## config.mk

```make
export PLATFORM = sky130hd
export DESIGN_NAME = line_tracking_pid_steer_flat
export DESIGN_NICKNAME = d
export VERILOG_FILES = /design/src/hdl/lts_pkg.sv /design/src/hdl/lts_if.sv /design/src/hdl/line_tracking_pid_steer.sv /design/src/hdl/lts_front.sv /design/src/hdl/lts_queue.sv /design/src/hdl/lts_back.sv /design/src/flat_wrapper.sv
export VERILOG_INCLUDE_DIRS = /design/src /design/src/hdl
export SDC_FILE = /design/constraint.sdc
export NUM_CORES = 1
export LEC_CHECK = 0
export BUFFER_PORTS_ARGS = -buffer_cell sky130_fd_sc_hd__clkbuf_2
export CAP_MARGIN = 20
export CORE_ASPECT_RATIO = 2
export CORE_MARGIN = 2
export CORE_UTILIZATION = 55
export CTS_CLUSTER_SIZE = 14
export DETAILED_ROUTE_END_ITERATION = 16
export PLACE_DENSITY = 0.75
export SYNTH_ARGS = -nofsm -noshare
export SYNTH_HDL_FRONTEND = slang
export SYNTH_SLANG_ARGS = --single-unit
```

## constraint.sdc

```tcl
create_clock -name clk -period 6.76 [get_ports clk]
set_input_delay 0.676 -clock clk [delete_from_list [all_inputs] [get_ports clk]]
set_output_delay 0.676 -clock clk [all_outputs]
set_load 0.005 [all_outputs]
```

## src/hdl/line_tracking_pid_steer_defines.svh

```systemverilog
// assertion macros for the line tracking steering block
`ifndef LINE_TRACKING_PID_STEER_DEFINES_SVH
`define LINE_TRACKING_PID_STEER_DEFINES_SVH

// property checked outside reset
`define LTS_ASSERT(label, clk, rst, prop) \
  label: assert property (@(posedge clk) disable iff (rst) prop) \
    else $error("steering datapath check failed");

// property checked at every edge, reset included
`define LTS_ASSERT_RST(label, clk, prop) \
  label: assert property (@(posedge clk) prop) \
    else $error("steering reset check failed");

`endif

```

## src/hdl/lts_pkg.sv

```systemverilog
// shared types, widths and register codes for the line tracking steering block
`default_nettype none

package lts_pkg;

  localparam int SENSOR_COUNT_DEF = 7;
  localparam int SENSOR_COUNT_MAX = 16;
  localparam int IDX_W            = $clog2(SENSOR_COUNT_MAX);
  localparam int QUEUE_DEPTH_DEF  = 2;

  localparam int GAIN_W     = 8;
  localparam int CENTER_W   = 3;
  localparam int ERR_W      = 4;
  localparam int DIFF_W     = ERR_W + 1;
  localparam int SUM_W      = 16;
  localparam int STEER_W    = 9;
  localparam int DRIVE_W    = 10;
  localparam int CFG_IDX_W  = 3;
  localparam int CFG_DATA_W = 8;

  localparam logic [GAIN_W-1:0]   GAIN_P_RST      = 8'd60;
  localparam logic [GAIN_W-1:0]   GAIN_I_RST      = 8'd10;
  localparam logic [GAIN_W-1:0]   GAIN_D_RST      = 8'd0;
  localparam logic [GAIN_W-1:0]   BASE_SPEED_RST  = 8'd128;
  localparam logic [GAIN_W-1:0]   STEER_LIMIT_RST = 8'd125;
  localparam logic [CENTER_W-1:0] CENTER_RST      = 3'd3;

  typedef enum logic [CFG_IDX_W-1:0] {
    REG_GAIN_P      = 3'd0,
    REG_GAIN_I      = 3'd1,
    REG_GAIN_D      = 3'd2,
    REG_BASE_SPEED  = 3'd3,
    REG_STEER_LIMIT = 3'd4,
    REG_CENTER      = 3'd5
  } cfg_reg_t;

  typedef struct packed {
    logic [GAIN_W-1:0]   gain_p;
    logic [GAIN_W-1:0]   gain_i;
    logic [GAIN_W-1:0]   gain_d;
    logic [GAIN_W-1:0]   base_speed;
    logic [GAIN_W-1:0]   steer_limit;
    logic [CENTER_W-1:0] center_index;
  } cfg_t;

  // classified sample handed from front to back
  typedef struct packed {
    logic             seen;
    logic [IDX_W-1:0] idx;
  } class_t;

endpackage

`default_nettype wire

```

## src/hdl/lts_if.sv

```systemverilog
// stream interfaces for sensor samples and drive results
`default_nettype none

interface lts_sense_if
  import lts_pkg::*;
#(
  parameter int SENSOR_COUNT = SENSOR_COUNT_DEF
) ();
  logic                    valid;
  logic                    ready;
  logic [SENSOR_COUNT-1:0] sensor_bits;

  modport source (output valid, output sensor_bits, input ready);
  modport sink   (input valid, input sensor_bits, output ready);
endinterface

interface lts_drive_if
  import lts_pkg::*;
();
  logic                      valid;
  logic                      ready;
  logic signed [DRIVE_W-1:0] left_drive;
  logic signed [DRIVE_W-1:0] right_drive;
  logic signed [STEER_W-1:0] steer_signal;
  logic                      line_seen;

  modport source (output valid, output left_drive, output right_drive,
                  output steer_signal, output line_seen, input ready);
  modport sink   (input valid, input left_drive, input right_drive,
                  input steer_signal, input line_seen, output ready);
endinterface

`default_nettype wire

```

## src/hdl/line_tracking_pid_steer.sv

```systemverilog
// top level of the line tracking steering controller
`default_nettype none

// Steering controller for a line-following robot. Each beat on the sense
// channel is one control tick carrying one bit per line sensor; each beat on
// the drive channel is the matching result (left and right wheel drive, the
// clamped steering signal, and whether any sensor saw the line). Throughput is
// one sample per clock until a stall on the drive side fills the fifo. The
// front end priority-encodes the highest lit sensor as the sample is taken
// and drops it into a small fifo; from the head of that fifo the back end
// runs it through its stages (error and running sum update, the three gain
// multiplies, then sum, clamp and wheel mix into the output register) before
// it shows up on the drive channel. The fifo lets the front keep taking samples
// while a result is held up on the drive side; the sense channel only drops
// ready once the fifo is full. Registers are written through the plain write
// port and should only be changed while no sample is in flight. With no
// sensor lit the previous error is reused and line_seen is low; the error sum
// saturates at sixteen bits signed.

`include "line_tracking_pid_steer_defines.svh"

module line_tracking_pid_steer
  import lts_pkg::*;
#(
  parameter int SENSOR_COUNT = SENSOR_COUNT_DEF,
  parameter int QUEUE_DEPTH  = QUEUE_DEPTH_DEF
) (
  input  wire logic                  clk,
  input  wire logic                  rst,
  lts_sense_if.sink                  sense,
  lts_drive_if.source                drive,
  input  wire logic                  cfg_we,
  input  wire logic [CFG_IDX_W-1:0]  cfg_index,
  input  wire logic [CFG_DATA_W-1:0] cfg_data
);

  cfg_t   cfg;
  logic   push;
  class_t push_entry;
  logic   queue_full;
  logic   pop;
  class_t pop_entry;
  logic   queue_valid;

  // configuration registers, unknown indexes are dropped
  always_ff @(posedge clk) begin
    if (rst) begin
      cfg.gain_p       <= GAIN_P_RST;
      cfg.gain_i       <= GAIN_I_RST;
      cfg.gain_d       <= GAIN_D_RST;
      cfg.base_speed   <= BASE_SPEED_RST;
      cfg.steer_limit  <= STEER_LIMIT_RST;
      cfg.center_index <= CENTER_RST;
    end else if (cfg_we) begin
      case (cfg_reg_t'(cfg_index))
        REG_GAIN_P:      cfg.gain_p       <= cfg_data;
        REG_GAIN_I:      cfg.gain_i       <= cfg_data;
        REG_GAIN_D:      cfg.gain_d       <= cfg_data;
        REG_BASE_SPEED:  cfg.base_speed   <= cfg_data;
        REG_STEER_LIMIT: cfg.steer_limit  <= cfg_data;
        REG_CENTER:      cfg.center_index <= cfg_data[CENTER_W-1:0];
        default: begin
        end
      endcase
    end
  end

  // front end: accept and classify
  lts_front #(
    .SENSOR_COUNT (SENSOR_COUNT)
  ) u_front (
    .sense      (sense),
    .queue_full (queue_full),
    .push       (push),
    .entry      (push_entry)
  );

  // decoupling fifo
  lts_queue #(
    .WIDTH ($bits(class_t)),
    .DEPTH (QUEUE_DEPTH)
  ) u_queue (
    .clk       (clk),
    .rst       (rst),
    .push      (push),
    .push_data (push_entry),
    .full      (queue_full),
    .pop       (pop),
    .pop_data  (pop_entry),
    .not_empty (queue_valid)
  );

  // back end: pid datapath and output register
  lts_back u_back (
    .clk     (clk),
    .rst     (rst),
    .cfg     (cfg),
    .q_valid (queue_valid),
    .q_entry (pop_entry),
    .q_pop   (pop),
    .drive   (drive)
  );

  // wheels always differ by twice the steering signal
  `LTS_ASSERT(a_wheel_split, clk, rst,
    drive.valid |-> ((drive.left_drive - drive.right_drive) == ({drive.steer_signal, 1'b0})))
  // pipeline empties on reset
  `LTS_ASSERT_RST(a_reset_empty, clk, rst |=> !drive.valid)

endmodule

`default_nettype wire

```

## src/hdl/lts_front.sv

```systemverilog
// front end: takes sensor beats and priority-encodes the highest lit sensor
`default_nettype none

module lts_front
  import lts_pkg::*;
#(
  parameter int SENSOR_COUNT = SENSOR_COUNT_DEF
) (
  lts_sense_if.sink sense,
  input  wire logic queue_full,
  output logic      push,
  output class_t    entry
);

  assign sense.ready = !queue_full;
  assign push        = sense.valid && !queue_full;

  // last hit wins, so the highest lit sensor sets the index
  always_comb begin
    entry.seen = 1'b0;
    entry.idx  = '0;
    for (int i = 0; i < SENSOR_COUNT; i++) begin
      if (sense.sensor_bits[i]) begin
        entry.seen = 1'b1;
        entry.idx  = IDX_W'(i);
      end
    end
  end

endmodule

`default_nettype wire

```

## src/hdl/lts_queue.sv

```systemverilog
// small fifo between the front and back ends
`default_nettype none

module lts_queue
  import lts_pkg::*;
#(
  parameter int WIDTH = 8,
  parameter int DEPTH = QUEUE_DEPTH_DEF
) (
  input  wire logic             clk,
  input  wire logic             rst,
  input  wire logic             push,
  input  wire logic [WIDTH-1:0] push_data,
  output logic                  full,
  input  wire logic             pop,
  output logic      [WIDTH-1:0] pop_data,
  output logic                  not_empty
);

  localparam int PTR_W = (DEPTH > 1) ? $clog2(DEPTH) : 1;
  localparam int CNT_W = $clog2(DEPTH + 1);

  logic [WIDTH-1:0] slots [DEPTH];
  logic [PTR_W-1:0] wr_ptr;
  logic [PTR_W-1:0] rd_ptr;
  logic [CNT_W-1:0] count;

  assign full      = (count == CNT_W'(DEPTH));
  assign not_empty = (count != '0);
  assign pop_data  = slots[rd_ptr];

  always_ff @(posedge clk) begin
    if (push) begin
      slots[wr_ptr] <= push_data;
    end
  end

  always_ff @(posedge clk) begin
    if (rst) begin
      wr_ptr <= '0;
      rd_ptr <= '0;
      count  <= '0;
    end else begin
      if (push) begin
        wr_ptr <= (wr_ptr == PTR_W'(DEPTH - 1)) ? '0 : wr_ptr + 1'b1;
      end
      if (pop) begin
        rd_ptr <= (rd_ptr == PTR_W'(DEPTH - 1)) ? '0 : rd_ptr + 1'b1;
      end
      if (push && !pop) begin
        count <= count + 1'b1;
      end else if (pop && !push) begin
        count <= count - 1'b1;
      end
    end
  end

endmodule

`default_nettype wire

```

## src/hdl/lts_back.sv

```systemverilog
// back end: error state, pid products, clamp and drive mix in three stages
`default_nettype none

module lts_back
  import lts_pkg::*;
(
  input  wire logic   clk,
  input  wire logic   rst,
  input  wire cfg_t   cfg,
  input  wire logic   q_valid,
  input  wire class_t q_entry,
  output logic        q_pop,
  lts_drive_if.source drive
);

  localparam int RAW_W  = IDX_W + 2;
  localparam int PP_W   = GAIN_W + 1 + ERR_W;
  localparam int PI_W   = GAIN_W + 1 + SUM_W;
  localparam int PD_W   = GAIN_W + 1 + DIFF_W;
  localparam int TERM_W = PI_W + 1;

  localparam logic signed [RAW_W-1:0] ERR_MAX = RAW_W'((1 << (ERR_W - 1)) - 1);
  localparam logic signed [RAW_W-1:0] ERR_MIN = -RAW_W'(1 << (ERR_W - 1));
  localparam logic signed [SUM_W:0]   SUM_MAX = (SUM_W + 1)'((1 << (SUM_W - 1)) - 1);
  localparam logic signed [SUM_W:0]   SUM_MIN = -(SUM_W + 1)'(1 << (SUM_W - 1));

  // state
  logic signed [ERR_W-1:0] prev_error;
  logic signed [SUM_W-1:0] error_sum;

  logic en;

  // stage 1
  logic                     v1;
  logic                     s1_seen;
  logic signed [ERR_W-1:0]  s1_err;
  logic signed [DIFF_W-1:0] s1_diff;
  logic signed [SUM_W-1:0]  s1_sum;

  // stage 2
  logic                   v2;
  logic                   s2_seen;
  logic signed [PP_W-1:0] s2_pp;
  logic signed [PI_W-1:0] s2_pi;
  logic signed [PD_W-1:0] s2_pd;

  // stage 3, output register
  logic                      v3;
  logic signed [DRIVE_W-1:0] s3_left;
  logic signed [DRIVE_W-1:0] s3_right;
  logic signed [STEER_W-1:0] s3_steer;
  logic                      s3_seen;

  logic signed [RAW_W-1:0]  raw_err;
  logic signed [ERR_W-1:0]  err_cur;
  logic signed [SUM_W:0]    sum_wide;
  logic signed [SUM_W-1:0]  sum_next;
  logic signed [DIFF_W-1:0] diff_cur;

  logic signed [TERM_W-1:0]  term;
  logic signed [TERM_W-1:0]  lim;
  logic signed [TERM_W-1:0]  clamped;
  logic signed [STEER_W-1:0] steer_next;

  assign en    = !v3 || drive.ready;
  assign q_pop = q_valid && en;

  always_comb begin
    raw_err = $signed({2'b00, q_entry.idx}) - $signed(RAW_W'(cfg.center_index));
    if (!q_entry.seen) begin
      err_cur = prev_error;
    end else if (raw_err > ERR_MAX) begin
      err_cur = ERR_W'(ERR_MAX);
    end else if (raw_err < ERR_MIN) begin
      err_cur = ERR_W'(ERR_MIN);
    end else begin
      err_cur = ERR_W'(raw_err);
    end
    diff_cur = DIFF_W'(err_cur) - DIFF_W'(prev_error);
    sum_wide = (SUM_W + 1)'(error_sum) + (SUM_W + 1)'(err_cur);
    if (sum_wide > SUM_MAX) begin
      sum_next = SUM_W'(SUM_MAX);
    end else if (sum_wide < SUM_MIN) begin
      sum_next = SUM_W'(SUM_MIN);
    end else begin
      sum_next = SUM_W'(sum_wide);
    end
  end

  always_comb begin
    term = TERM_W'(s2_pp) + TERM_W'(s2_pi) + TERM_W'(s2_pd);
    lim  = $signed(TERM_W'(cfg.steer_limit));
    if (term > lim) begin
      clamped = lim;
    end else if (term < -lim) begin
      clamped = -lim;
    end else begin
      clamped = term;
    end
    steer_next = STEER_W'(clamped);
  end

  always_ff @(posedge clk) begin
    if (rst) begin
      prev_error <= '0;
      error_sum  <= '0;
      v1         <= 1'b0;
      v2         <= 1'b0;
      v3         <= 1'b0;
    end else begin
      if (q_pop) begin
        prev_error <= err_cur;
        error_sum  <= sum_next;
      end
      if (en) begin
        v1 <= q_valid;
        v2 <= v1;
        v3 <= v2;
      end
    end
  end

  always_ff @(posedge clk) begin
    if (en) begin
      s1_seen  <= q_entry.seen;
      s1_err   <= err_cur;
      s1_diff  <= diff_cur;
      s1_sum   <= sum_next;
      s2_seen  <= s1_seen;
      s2_pp    <= PP_W'($signed({1'b0, cfg.gain_p})) * PP_W'(s1_err);
      s2_pi    <= PI_W'($signed({1'b0, cfg.gain_i})) * PI_W'(s1_sum);
      s2_pd    <= PD_W'($signed({1'b0, cfg.gain_d})) * PD_W'(s1_diff);
      s3_seen  <= s2_seen;
      s3_steer <= steer_next;
      s3_left  <= $signed(DRIVE_W'(cfg.base_speed)) + DRIVE_W'(steer_next);
      s3_right <= $signed(DRIVE_W'(cfg.base_speed)) - DRIVE_W'(steer_next);
    end
  end

  assign drive.valid        = v3;
  assign drive.left_drive   = s3_left;
  assign drive.right_drive  = s3_right;
  assign drive.steer_signal = s3_steer;
  assign drive.line_seen    = s3_seen;

endmodule

`default_nettype wire

```

## src/flat_wrapper.sv

```systemverilog
// flat-port wrapper written by rule: the top's interface ports become plain ports
module line_tracking_pid_steer_flat import lts_pkg::*;
#(
  parameter int SENSOR_COUNT = SENSOR_COUNT_DEF,
  parameter int QUEUE_DEPTH  = QUEUE_DEPTH_DEF
)
  (clk, rst, cfg_we, cfg_index, cfg_data, sense_valid, sense_sensor_bits, sense_ready, drive_valid, drive_left_drive, drive_right_drive, drive_steer_signal, drive_line_seen, drive_ready);
  lts_sense_if #(.SENSOR_COUNT(SENSOR_COUNT)) sense_i ();
  lts_drive_if drive_i ();
  input  wire logic clk;
  input  wire logic rst;
  input  wire logic cfg_we;
  input  wire logic [CFG_IDX_W-1:0] cfg_index;
  input  wire logic [CFG_DATA_W-1:0] cfg_data;
  input wire logic [$bits(sense_i.valid)-1:0] sense_valid;
  input wire logic [$bits(sense_i.sensor_bits)-1:0] sense_sensor_bits;
  output wire logic [$bits(sense_i.ready)-1:0] sense_ready;
  output wire logic [$bits(drive_i.valid)-1:0] drive_valid;
  output wire logic [$bits(drive_i.left_drive)-1:0] drive_left_drive;
  output wire logic [$bits(drive_i.right_drive)-1:0] drive_right_drive;
  output wire logic [$bits(drive_i.steer_signal)-1:0] drive_steer_signal;
  output wire logic [$bits(drive_i.line_seen)-1:0] drive_line_seen;
  input wire logic [$bits(drive_i.ready)-1:0] drive_ready;
  assign sense_i.valid = sense_valid;
  assign sense_i.sensor_bits = sense_sensor_bits;
  assign sense_ready = sense_i.ready;
  assign drive_valid = drive_i.valid;
  assign drive_left_drive = drive_i.left_drive;
  assign drive_right_drive = drive_i.right_drive;
  assign drive_steer_signal = drive_i.steer_signal;
  assign drive_line_seen = drive_i.line_seen;
  assign drive_i.ready = drive_ready;
  line_tracking_pid_steer #(.SENSOR_COUNT(SENSOR_COUNT), .QUEUE_DEPTH(QUEUE_DEPTH)) u_core (.clk(clk), .rst(rst), .sense(sense_i), .drive(drive_i), .cfg_we(cfg_we), .cfg_index(cfg_index), .cfg_data(cfg_data));
endmodule
```

# Yosys cells after proc, flatten, opt, wreduce, memory -nomap -nowiden
# Memory sizes are Yosys's and may differ from the RTL's. A register that Yosys moved wholly into a read port is not among the register bits.
# Index checks and enable logic that the tools add are counted.
# totals
mem_count,1
ramBits,10
output_inout_bits,32
in_bits,23
romBits,0
wordCells,94
regBits,179
latch_bits,0
# op_classes
muxes,22
n_reduce_logical,18
bitwise_logic,0
multipliers,3
addsub,12
eq_ne,6
magnitude_cmp,6
n_div,0
n_shift,0
# mem_list
name,depth,word_bits,read_ports,rd_ports_with_merged_regs,wr,line,rtl
u_core.u_queue.slots,2,5,1,1,1,lts_queue.sv:23,logic [WIDTH-1:0] slots [DEPTH];
# ops
op,n
two-way mux 5 bit,7
two-way mux 16 bit,2
adder 13 x 25 -> 26 bit,1
adder 26 x 14 -> 26 bit,1
greater-than comparator 26 x 9 -> 1 bit,1
less-than comparator 26 bit,1
negator 8 -> 26 bit,1
multiplier 9 x 16 -> 25 bit,1
two-way mux 9 bit,2
adder 16 x 4 -> 17 bit,1
"greater-than comparator 17 x 16 -> 1 bit, second input constant",1
"less-than comparator 17 x 16 -> 1 bit, second input constant",1
multiplier 9 x 5 -> 14 bit,1
multiplier 9 x 4 -> 13 bit,1
two-way mux 4 bit,3
AND reduction 2 bit,6
adder 9 x 9 -> 10 bit,1
subtractor 9 x 9 -> 10 bit,1
"equality test 3 x 2 -> 1 bit, second input constant",2
"equality test 3 bit, second input constant",2
two-way mux 1 bit,6
"greater-than comparator 5 x 4 -> 1 bit, second input constant",1
"less-than comparator 5 x 4 -> 1 bit, second input constant",1
subtractor 4 x 3 -> 5 bit,1
other kinds (12),21

# Longest topological paths before layout
# Gate-level depths: netlist (run 1).
# logic_depth
ltp_word,9
mapped_depth,33
ltp_nobuf,31

# Hierarchy
# A second synthesis (run 1) with hierarchy kept.
# unflattened
hier_cells,1817
area_unflattened_um2,18053.6
# modules_own_cells
mod,n_inst,seq_area_each_um2,cells_each,area_each_um2
lts_back,1,3703.6,1603,15663.8
line_tracking_pid_steer,1,860.8,164,1742.9
lts_queue,1,400.4,37,566.8
lts_front,1,0.0,13,80.1

# Least setup slack after synthesis (run 1)
# Ideal clock, no wire load.
# synth_timing
path_type,reg2reg
startpoint,register u_core.u_back.s2_pp[12]
endpoint,register u_core.u_back.s3_right[8] (netlist: u_core.u_back.drive.right_drive[8]) (data pin)
setup_time_ns,0.260
path_buffers,2
t_arrival_ns,6.669
t_required_ns,6.500
slack_ns,-0.169
stages_incl_launch_ff,32
period_less_slack_ns,6.929
cell_sequence,edfxtp_1 fa_1 ha_1 a21oi_1 o21ai_0 o21ai_0 a211oi_1 o311a_1 mux2i_1 nor2_1 inv_1 ha_1 a211oi_1 nand4b_1 a21oi_1 a221o_1 clkbuf_1 buf_1 o21ai_1 o31ai_1 ha_1 inv_1 fa_1 a21o_1 a21oi_1 o21bai_1 a21oi_1 nor2_1 nor2_1 nor2_1 nor2_1 xor2_1
# synth_via
elab_chain_len,6
elab_cells_between_ends,7
classes_between,3 x add/sub; 2 x order compare; 2 x mux
# synth_lines
item,line,rtl
start: declaration,lts_back.sv:43,logic signed [PP_W-1:0] s2_pp;
start signal: assignment,lts_back.sv:130,"s2_pp <= PP_W'($signed({1'b0, cfg.gain_p})) * PP_W'(s1_err);"
adder 13 x 25 -> 26 bit (*),lts_back.sv:91,term = TERM_W'(s2_pp) + TERM_W'(s2_pi) + TERM_W'(s2_pd);
adder 26 x 14 -> 26 bit (*),lts_back.sv:91,
less-than comparator 26 bit,lts_back.sv:95,end else if (term < -lim) begin
two-way mux 9 bit,lts_back.sv:95,
two-way mux 9 bit (*),lts_back.sv:93,if (term > lim) begin
via u_core.u_back.clamped[0],lts_back.sv:62,logic signed [TERM_W-1:0] clamped;
subtractor 9 x 9 -> 10 bit (*),lts_back.sv:136,s3_right <= $signed(DRIVE_W'(cfg.base_speed)) - DRIVE_W'(steer_next);
end signal: assignment,lts_back.sv:136,
end: declaration,lts_back.sv:50,logic signed [DRIVE_W-1:0] s3_right;
# Mark *: on every way through the listed nets, which the timed path passes. The rest lies on a longest branch.
# A chain may end at the register's enable or synchronous reset.

# Final worst setup path (run 1)
# layout_timing
startpoint,register u_core.u_back.s2_pp[4]
endpoint,register u_core.u_back.s3_right[8] (netlist: u_core.u_back.drive.right_drive[8]) (data pin)
# Same word-level chain as after synthesis.

==> results.cfg, run 1 <==
[run_status]
status = completed

[floorplan]
coreArea_um2 = 31660
start_util_pct = 55.88
fp-row-count = 92
die-area_um2 = 33700
die_w_um = 130.8
dieHeight_um = 257.6
pin_count = 55

[layout]
finalInstanceArea_um2 = 19280
final-instance-count-excl-fill = 2336
multi_input_area_um2 = 11770
area_delta_synth_final_pct = 9.012
num-fill-cells = 2586
regArea_um2 = 4905
drive_gt1_share_pct = 8.312
diodes = 0
fin_nets = 2291

[detailed_routing]
viasPerCell = 5.622
drc_errors = 0
drt_iter0_drc = 492
antenna_left = 0
routed_wirelength_um = 38920
wl_per_cell_um = 16.66
drt_first_pass_iters = 5
dr_total_vias = 13130

[synth]
avgSynthCellArea_um2 = 9.639
yosysTopAreaCell = edfxtp_1
synth_area_um2 = 17690
synth_area_leaders = edfxtp_1, fa_1, ha_1
syn-instance-count = 1835
ys_types = 70
synth_top_area_share_pct = 19.69
yosys_warnings = 0
synth_most_common_cell = inv_1
ys_seq_elements = 187
yosys_most_used_dff = edfxtp_1
synth_common_cells = inv_1, ha_1, nand2_1
ys_seq_area_share_pct = 27.73
synth-edff-count = 116
synthArstFlopShare_pct = 0
synth_nets = 2226

[clocking]
cts_buffer_depth = 2
cts_tree = yes
path_clk_slew_ps = 80
htree_levels = 4
cts_root_buf = clkbuf_16
worstSkewPairLatency_ps = 460
cts_inserted_buffers = 17
cts_num_sinks = 187

[setup_path]
crit_top_cell = nor2_1
crit_path_end_kind = register
required_ps = 6970
crit_slowest_cell = fa_1
cp-startpoint = u_core.u_back.s2_pp[4]
worstSetupPathType = register to register
cp_data_arrival_time_ps = 6660
r2r_start = u_core.u_back.s2_pp[4]
critical-path-top-delay-family = compound AO/OA/AOI/OAI gates
cp_slowest_stage_delay_ps = 500
crit_buf_inv = 4
critPathLaunchType = register
cp_max_fo = 7

[timing]
max_freq_mhz = 155.0
slew_viol_final = 0
timing.final.crit_share_pct = 95.42
finalSetupViolCount = 0
final-hold-violation-count = 0
tightest_slew_ps = 1082
fin_crit_ps = 6450
finalClockSkew_ps = 16.65
slew-limit-headroom_pct = 27.48

[placement]
place_hpwl_um = 31990
place_area_um2 = 18520
dp_cells = 2299
place_congestion = 0.9233
io_buffers = 54

[global_routing]
antenna_found_initial = 0
overflow = 0
grt_first_pass_wirelength_um = 65640
grt_max_degree = 81
grt_usage_pct = 24.70
grt_pass1_vias = 14320

[run]
maxCapViolations = 0

[min_path]
worst_hold_startpoint = u_core.u_back.s2_seen
hold_class = register to register
-- sequential cells by signal, indices dropped and copies added (netlist names), 4 cells and up, named ones only --
name                              cells
u_core.cfg                           43
u_core.u_back.s2_pi                  25
u_core.u_back.error_sum              16
u_core.u_back.s1_sum                 16
u_core.u_back.s2_pd                  14
u_core.u_back.s2_pp                  13
u_core.u_back.drive.left_drive       10
u_core.u_back.drive.right_drive       9
u_core.u_back.drive.steer_signal      9
u_core.u_queue.slots                  8
u_core.u_back.s1_diff                 5
u_core.u_back.prev_error              4
u_core.u_back.s1_err                  4
-- worst paths after layout --
check	to	slack, ps	depth (start not counted)
max	u_core.u_back.drive.right_drive[8]	310	30
min	u_core.u_back.drive.line_seen	440	0
max reg2reg	u_core.u_back.drive.right_drive[8]	310	30
min reg2reg	u_core.u_back.drive.line_seen	440	0
-- placed cells by master (no fill, tap or decap), drive strengths merged, types with 4 or more instances in the layout --
cell type,n
xor2,22
nor2,125
o2111ai,4
and4,5
a21oi,108
nand2b,29
o211ai,4
a211o,14
a311oi,6
clkbuf,71
o21a,17
a211oi,16
o31ai,7
mux2i,16
buf,29
edfxtp,116
o21ai,60
and3,8
nor3,22
nand4,5
or3,9
or2,5
ha,202
inv,261
a31oi,13
o21bai,15
a21o,32
xnor2,62
and2,115
nor4,6
mux2,4
nand2,172
a2111oi,4
dfxtp,71
nor2b,25
clkinv,8
nand3,23
fa,166
-- per-stage QoR --
stage / setup WS [ps] / util [%] / setup TNS (ps) / hold WS (ps)
2_1_floorplan: 87.72 / - / 0 / 400.3
3_3_place_gp: 134.6 / 58.51 / 0 / 404.7
3_5_place_dp: -67.87 / 58.51 / -161.9 / 417.3
4_1_cts: 24.48 / 60.48 / 0 / 436.6
5_1_grt: -9.318 / 60.91 / -12.51 / 443.0
6_report: 309.6 / 60.91 / 0 / 439.5
-- kinds of logic (layout without fill, tap and decap cells) --
logic type | Yosys count | count (layout) | synth area share (%)
adder cells (fa/ha/maj) | 369 | 369 | 33.13
flip-flops | 187 | 187 | 27.73
buffers and inverters | 293 | 371 | 6.310
multiplexers | 20 | 20 | 1.160
AO/OA/AOI/OAI | 321 | 321 | 11.88
AND/OR/NAND/NOR | 561 | 561 | 15.63
XOR/XNOR | 84 | 84 | 4.159
-- metal layers --
| metal | part of all wire [%] | up-vias | GRT usage, % |
|---|---|---|---|
| met3 | 2.5 | 126 | 2.900 |
| met4 | 7.1 | 0 | 17.32 |
| met2 | 57 | 265 | 47.96 |
| met5 | 0 | - | 0 |
| met1 | 33 | 6455 | 22.77 |
| li1 | - | 6288 | - |
-- layout make-up --
type / instances / share of cell area (%)
clock buffer: 17 / 2.206
sequential: 187 / 25.44
timing repair buffer: 83 / 2.531
multi-input combinational: 1355 / 61.06
inverter: 256 / 4.996
clock inverter: 15 / 1.025
tap: 423 / 2.745
-- repair_timing --
item	4_1_cts	5_1_grt
setup buffers	0	5
gates resized for setup	1	22
hold buffers	0	0
pin swaps	0	3
setup endpoints to repair	6	10
endpoints found under the hold margin	0	0
Power of run 1 is not shown: default switching activity piles up to over one toggle a cycle in this logic, so the estimate is an artifact.
==> inputs of run 2 (changes only) <==
--- a/config.mk
+++ b/config.mk
@@ -16,4 +16,5 @@
 export PLACE_DENSITY = 0.75
 export SYNTH_ARGS = -nofsm -noshare
 export SYNTH_HDL_FRONTEND = slang
+export SYNTH_HIERARCHICAL = 1
 export SYNTH_SLANG_ARGS = --single-unit
==> results.cfg, run 2 <==
[run_status]
status = completed

[floorplan]
die_w_um = 132.1
start_util_pct = 56.01
pin_count = 55
dieHeight_um = 260.2
coreArea_um2 = 32230
fp-row-count = 93
die-area_um2 = 34380

[timing]
final-hold-violation-count = 0
slew-limit-headroom_pct = 29.96
finalClockSkew_ps = 15.95
timing.final.crit_share_pct = 99.90
fin_crit_ps = 6753
rsz0062_at_grt = true
fin_tns_setup_ps = 0
tightest_slew_ps = 1041
worst_slack_ps = 6.690
finalSetupViolCount = 0
max_freq_mhz = 148.1
slew_viol_final = 0

[clocking]
cts_buffer_depth = 2
cts_inserted_buffers = 17
path_clk_slew_ps = 70
cts_root_buf = clkbuf_16
cts_num_sinks = 189
worstSkewPairLatency_ps = 460
htree_levels = 4
cts_tree = yes

[placement]
place_area_um2 = 19280
place_hpwl_um = 33440
place_congestion = 0.9278
dp_slack_ps = -449.0
io_buffers = 54

[setup_path]
cp_slowest_stage_delay_ps = 560
crit_top_cell = nor2_1
crit_path_end_kind = register
cp_max_fo = 4
required_ps = 6960
critPathLaunchType = register
cp_data_arrival_time_ps = 6950
worstSetupPathType = register to register
crit_slowest_cell = o41a_4

[global_routing]
grt_pass1_vias = 14280
grt_first_pass_wirelength_um = 66820
antenna_found_initial = 0
grt_max_degree = 81
overflow = 0
grt_usage_pct = 24.62

[detailed_routing]
dr_total_vias = 13400
wl_per_cell_um = 17.22
drc_errors = 0
routed_wirelength_um = 41130
antenna_left = 0
drt_iter0_drc = 486
viasPerCell = 5.609
drt_first_pass_iters = 7

[layout]
most-common-layout-cells = inv_1, ha_1, fa_1
largest_reg_flops = 43
fin_nets = 2342
finalInstanceArea_um2 = 20340
drive_gt1_share_pct = 14.07
diodes = 0
post-route-util_pct = 63.11
area_delta_synth_final_pct = 12.67
top_regs = u_core/cfg x43, u_core/u_back/s2_pi x25
final_common_cell = inv_1
regMostFlops = u_core/cfg

[synth]
synth_common_cells = inv_1, ha_1, fa_1
synth-edff-count = 118
avgSynthCellArea_um2 = 9.936
synth_most_common_cell = inv_1
synth_area_leaders = edfxtp_1, fa_1, ha_1
synthArstFlopShare_pct = 0
yosysTopAreaCell = edfxtp_1
ys_types = 78
synth_area_um2 = 18050
yosys_most_used_dff = edfxtp_1
synth_top_area_share_pct = 19.63
ys_seq_area_share_pct = 27.50
ys_seq_elements = 189
syn-instance-count = 1817
synth_nets = 2210
yosys_warnings = 6

[min_path]
hold_class = register to register

[run]
maxCapViolations = 0
[run 2: changes by cell type after synthesis, moves of 24 or more]
cell and delta:
mux2i_1 +36, a21oi_1 -24, nand2_1 -54, nand2b_1 +39
[run 2: kinds of logic (layout without fill, tap and decap cells)]
logic type      Yosys count  in the layout  share of synthesized area [%]
flops                   189            189                          27.50
xor+xnor                 86             86                          4.172
simple gates            532            532                          15.47
buf+inv                 296            441                          6.348
compound gates          276            276                          10.17
other cells               1              1                        0.02077
mux                      66             66                          3.756
fa+ha+maj               371            371                          32.56
[run 2: repair_timing]
item | in CTS | in global routing
hold buffers | 0 | 0
endpoints found under the setup margin | 10 | 10
pin swaps | 30 | 37
resized for setup | 32 | 48
endpoints found under the hold margin | 0 | 0
setup buffers | 11 | 8
[run 2: worst paths after layout]
check                    startpoint                                 end  slack [ps]  cells after the start
min reg2reg   u_core/u_back/s2_seen       u_core/u_back/drive.line_seen         440                      0
max reg2reg  u_core/u_back/s2_pi[1]  u_core/u_back/drive.right_drive[8]           7                     29
min           u_core/u_back/s2_seen       u_core/u_back/drive.line_seen         440                      0
max          u_core/u_back/s2_pi[1]  u_core/u_back/drive.right_drive[8]           7                     29
[run 2: area by class of cell]
class / count / area [µm²]
Clock inverter: 13 / 127.6
Sequential cell: 189 / 4965
Timing Repair Buffer: 148 / 992.2
Inverter: 261 / 982.2
Fill cell: 2639 / 11890
Tap cell: 427 / 534.3
Clock buffer: 19 / 432.9
Multi-Input combinational cell: 1332 / 12310
[run 2: per-layer routing]
metal | share of wire [%] | wire length, µm | global-route usage [%] | vias to the layer above
met5 | 0 | 0 | 0 | -
met1 | 32 | 13300 | 21.50 | 6648
met2 | 59 | 24180 | 50.74 | 272
li1 | - | - | - | 6351
met4 | 6.4 | 2636 | 15.67 | 0
met3 | 2.5 | 1012 | 3.372 | 130
[run 2: worst max-delay path: cells and delay by family (launching register included)]
kind / cells / cell delay [ps]
adder cells (fa/ha/maj): 5 / 1590
multiplexers: 1 / 150
buffers and inverters: 2 / 320
flip-flops: 1 / 400
AO/OA/AOI/OAI: 8 / 1650
AND/OR/NAND/NOR: 11 / 2160
XOR/XNOR: 2 / 230
[run 2: through the flow]
step / hold WS (ps) / std cells
finish: 436.8 / 2389
global route: 451.8 / 2389
CTS: 442.7 / 2380
detailed placement: 416.4 / 2337
global placement: 403.2 / 2337
floorplan: 400.3 / 1817
Power of run 2 is left out for the same reason.
==> inputs of run 3 (changes only) <==
--- a/config.mk
+++ b/config.mk
@@ -8,12 +8,14 @@
 export LEC_CHECK = 0
 export BUFFER_PORTS_ARGS = -buffer_cell sky130_fd_sc_hd__clkbuf_2
 export CAP_MARGIN = 20
+export CELL_PAD_IN_SITES_DETAIL_PLACEMENT = 1
+export CELL_PAD_IN_SITES_GLOBAL_PLACEMENT = 1
 export CORE_ASPECT_RATIO = 2
 export CORE_MARGIN = 2
-export CORE_UTILIZATION = 55
+export CORE_UTILIZATION = 46
 export CTS_CLUSTER_SIZE = 14
 export DETAILED_ROUTE_END_ITERATION = 16
-export PLACE_DENSITY = 0.75
+export PLACE_DENSITY_LB_ADDON = 0.1
 export SYNTH_ARGS = -nofsm -noshare
 export SYNTH_HDL_FRONTEND = slang
 export SYNTH_HIERARCHICAL = 1
==> results.cfg, run 3 (same netlist as run 2, synthesis figures left out) <==
[layout]
diodes = 0
fin_nets = 2361
most-common-layout-cells = inv_1, ha_1, fa_1
regMostFlops = u_core/cfg
final-instance-count-excl-fill = 2501
top_regs = u_core/cfg x43, u_core/u_back/s2_pi x25
final_common_cell = inv_1
largest_reg_flops = 43
finalInstanceArea_um2 = 20720
drive_gt1_share_pct = 15.14
area_delta_synth_final_pct = 14.76

[detailed_routing]
antenna_left = 0
drt_iter0_drc = 360
wl_per_cell_um = 19.66
drc_errors = 0
dr_total_vias = 13520
viasPerCell = 5.405
drt_first_pass_iters = 4
routed_wirelength_um = 49160

[timing]
rsz0062_at_grt = true
final-hold-violation-count = 0
timing.final.crit_share_pct = 101.7
fin_crit_ps = 6878
max_freq_mhz = 145.4
worst_slack_ps = -117.8
slew-limit-headroom_pct = 22.69
finalClockSkew_ps = 22.67
tightest_slew_ps = 1149
slew_viol_final = 0
finalSetupViolCount = 5
fin_tns_setup_ps = -343.0

[setup_path]
critPathLaunchType = register
cp_data_arrival_time_ps = 7090
worstSetupPathType = register to register
cp_max_fo = 6
cp_slowest_stage_delay_ps = 520
crit_slowest_cell = o41a_1
cp-startpoint = u_core/u_back/s2_pp[1]
crit_path_end_kind = register
crit_top_cell = nor2_1
required_ps = 6970
r2r_start = u_core/u_back/s2_pp[1]
rrSetupSlack_ps = -120

[placement]
place_area_um2 = 19540
dp_cells = 2450
place_hpwl_um = 40300
io_buffers = 54
place_congestion = 0.8744

[floorplan]
coreArea_um2 = 38670
fp-row-count = 102
pin_count = 55
die_w_um = 144.1
dieHeight_um = 284.2
start_util_pct = 46.69
die-area_um2 = 40940

[clocking]
cts_root_buf = clkbuf_16
htree_levels = 4
path_clk_slew_ps = 80
cts_tree = yes
cts_inserted_buffers = 17
cts_num_sinks = 189
cts_hold_buf = 0
cts_buffer_depth = 2
worstSkewPairLatency_ps = 470

[global_routing]
busiest_layer = met2
grt_first_pass_wirelength_um = 77630
use_met3_pct = 3.015
overflow = 0
grt_pass1_vias = 15280
grt_max_degree = 84
grt_usage_pct = 24.78
grt_util_met1_pct = 22.07
antenna_found_initial = 0
use_met2_pct = 50.36

[min_path]
hold_class = register to register
worst_hold_startpoint = u_core/u_back/s2_seen

[run_status]
status = complete, but fails checks
violations = negative setup slack

[run]
maxCapViolations = 0
## run 3: cell count changes in the layout (fill, tap and decap cells not counted), sizes merged
cell / delta
clkinvlp: +1
clkinv: +2
buf: +20
inv: -1
clkbuf: -3
## run 3: through the flow
stage	setup WS, ps	hold WS (ps)	util [%]
after floorplan	32.18	400.3	-
after global placement	-445.8	402.7	50.54
after detailed placement	-653.0	411.5	50.54
after CTS	-34.23	440.9	52.93
after global routing	-366.6	455.7	53.58
final	-117.8	433.1	53.58
## run 3: critical path: cells and delay by family (launching register included)
family / cells / cell delay [ps]
AOI/OAI and AO/OA: 8 / 1680
muxes: 1 / 180
xor gates and xnor gates: 2 / 250
and+or+nand+nor: 11 / 2040
DFF: 1 / 410
buffers and inverters: 3 / 460
adders and majority gates: 5 / 1590
## run 3: worst paths after layout
kind | to | depth (start not counted)
setup reg to reg | u_core/u_back/drive.right_drive[8] | 30
hold / removal | u_core/u_back/drive.line_seen | 0
hold reg to reg | u_core/u_back/drive.line_seen | 0
setup / recovery | u_core/u_back/drive.right_drive[8] | 30
## run 3: final cells by class
type	count	area (µm²)
clock inverter	15	226.5
multi-input combinational	1332	12330
fill	4352	17950
clock buffer	17	425.4
sequential	189	4965
inverter	261	979.7
tap	520	650.6
timing repair buffer	167	1137
## run 3: timing repair
action,4_1_cts,5_1_grt
setup endpoints to repair,11,11
pin swaps,29,40
gates cloned,0,0
gates resized for setup,57,32
buffers inserted,9,11
## run 3: layer usage
metal / share of wire (%) / up-vias
met2: 59 / 209
met1: 32 / 6798
met4: 6.9 / 0
li1: - / 6385
met3: 2.1 / 127
met5: 0 / -
Power of run 3 is left out for the same reason.
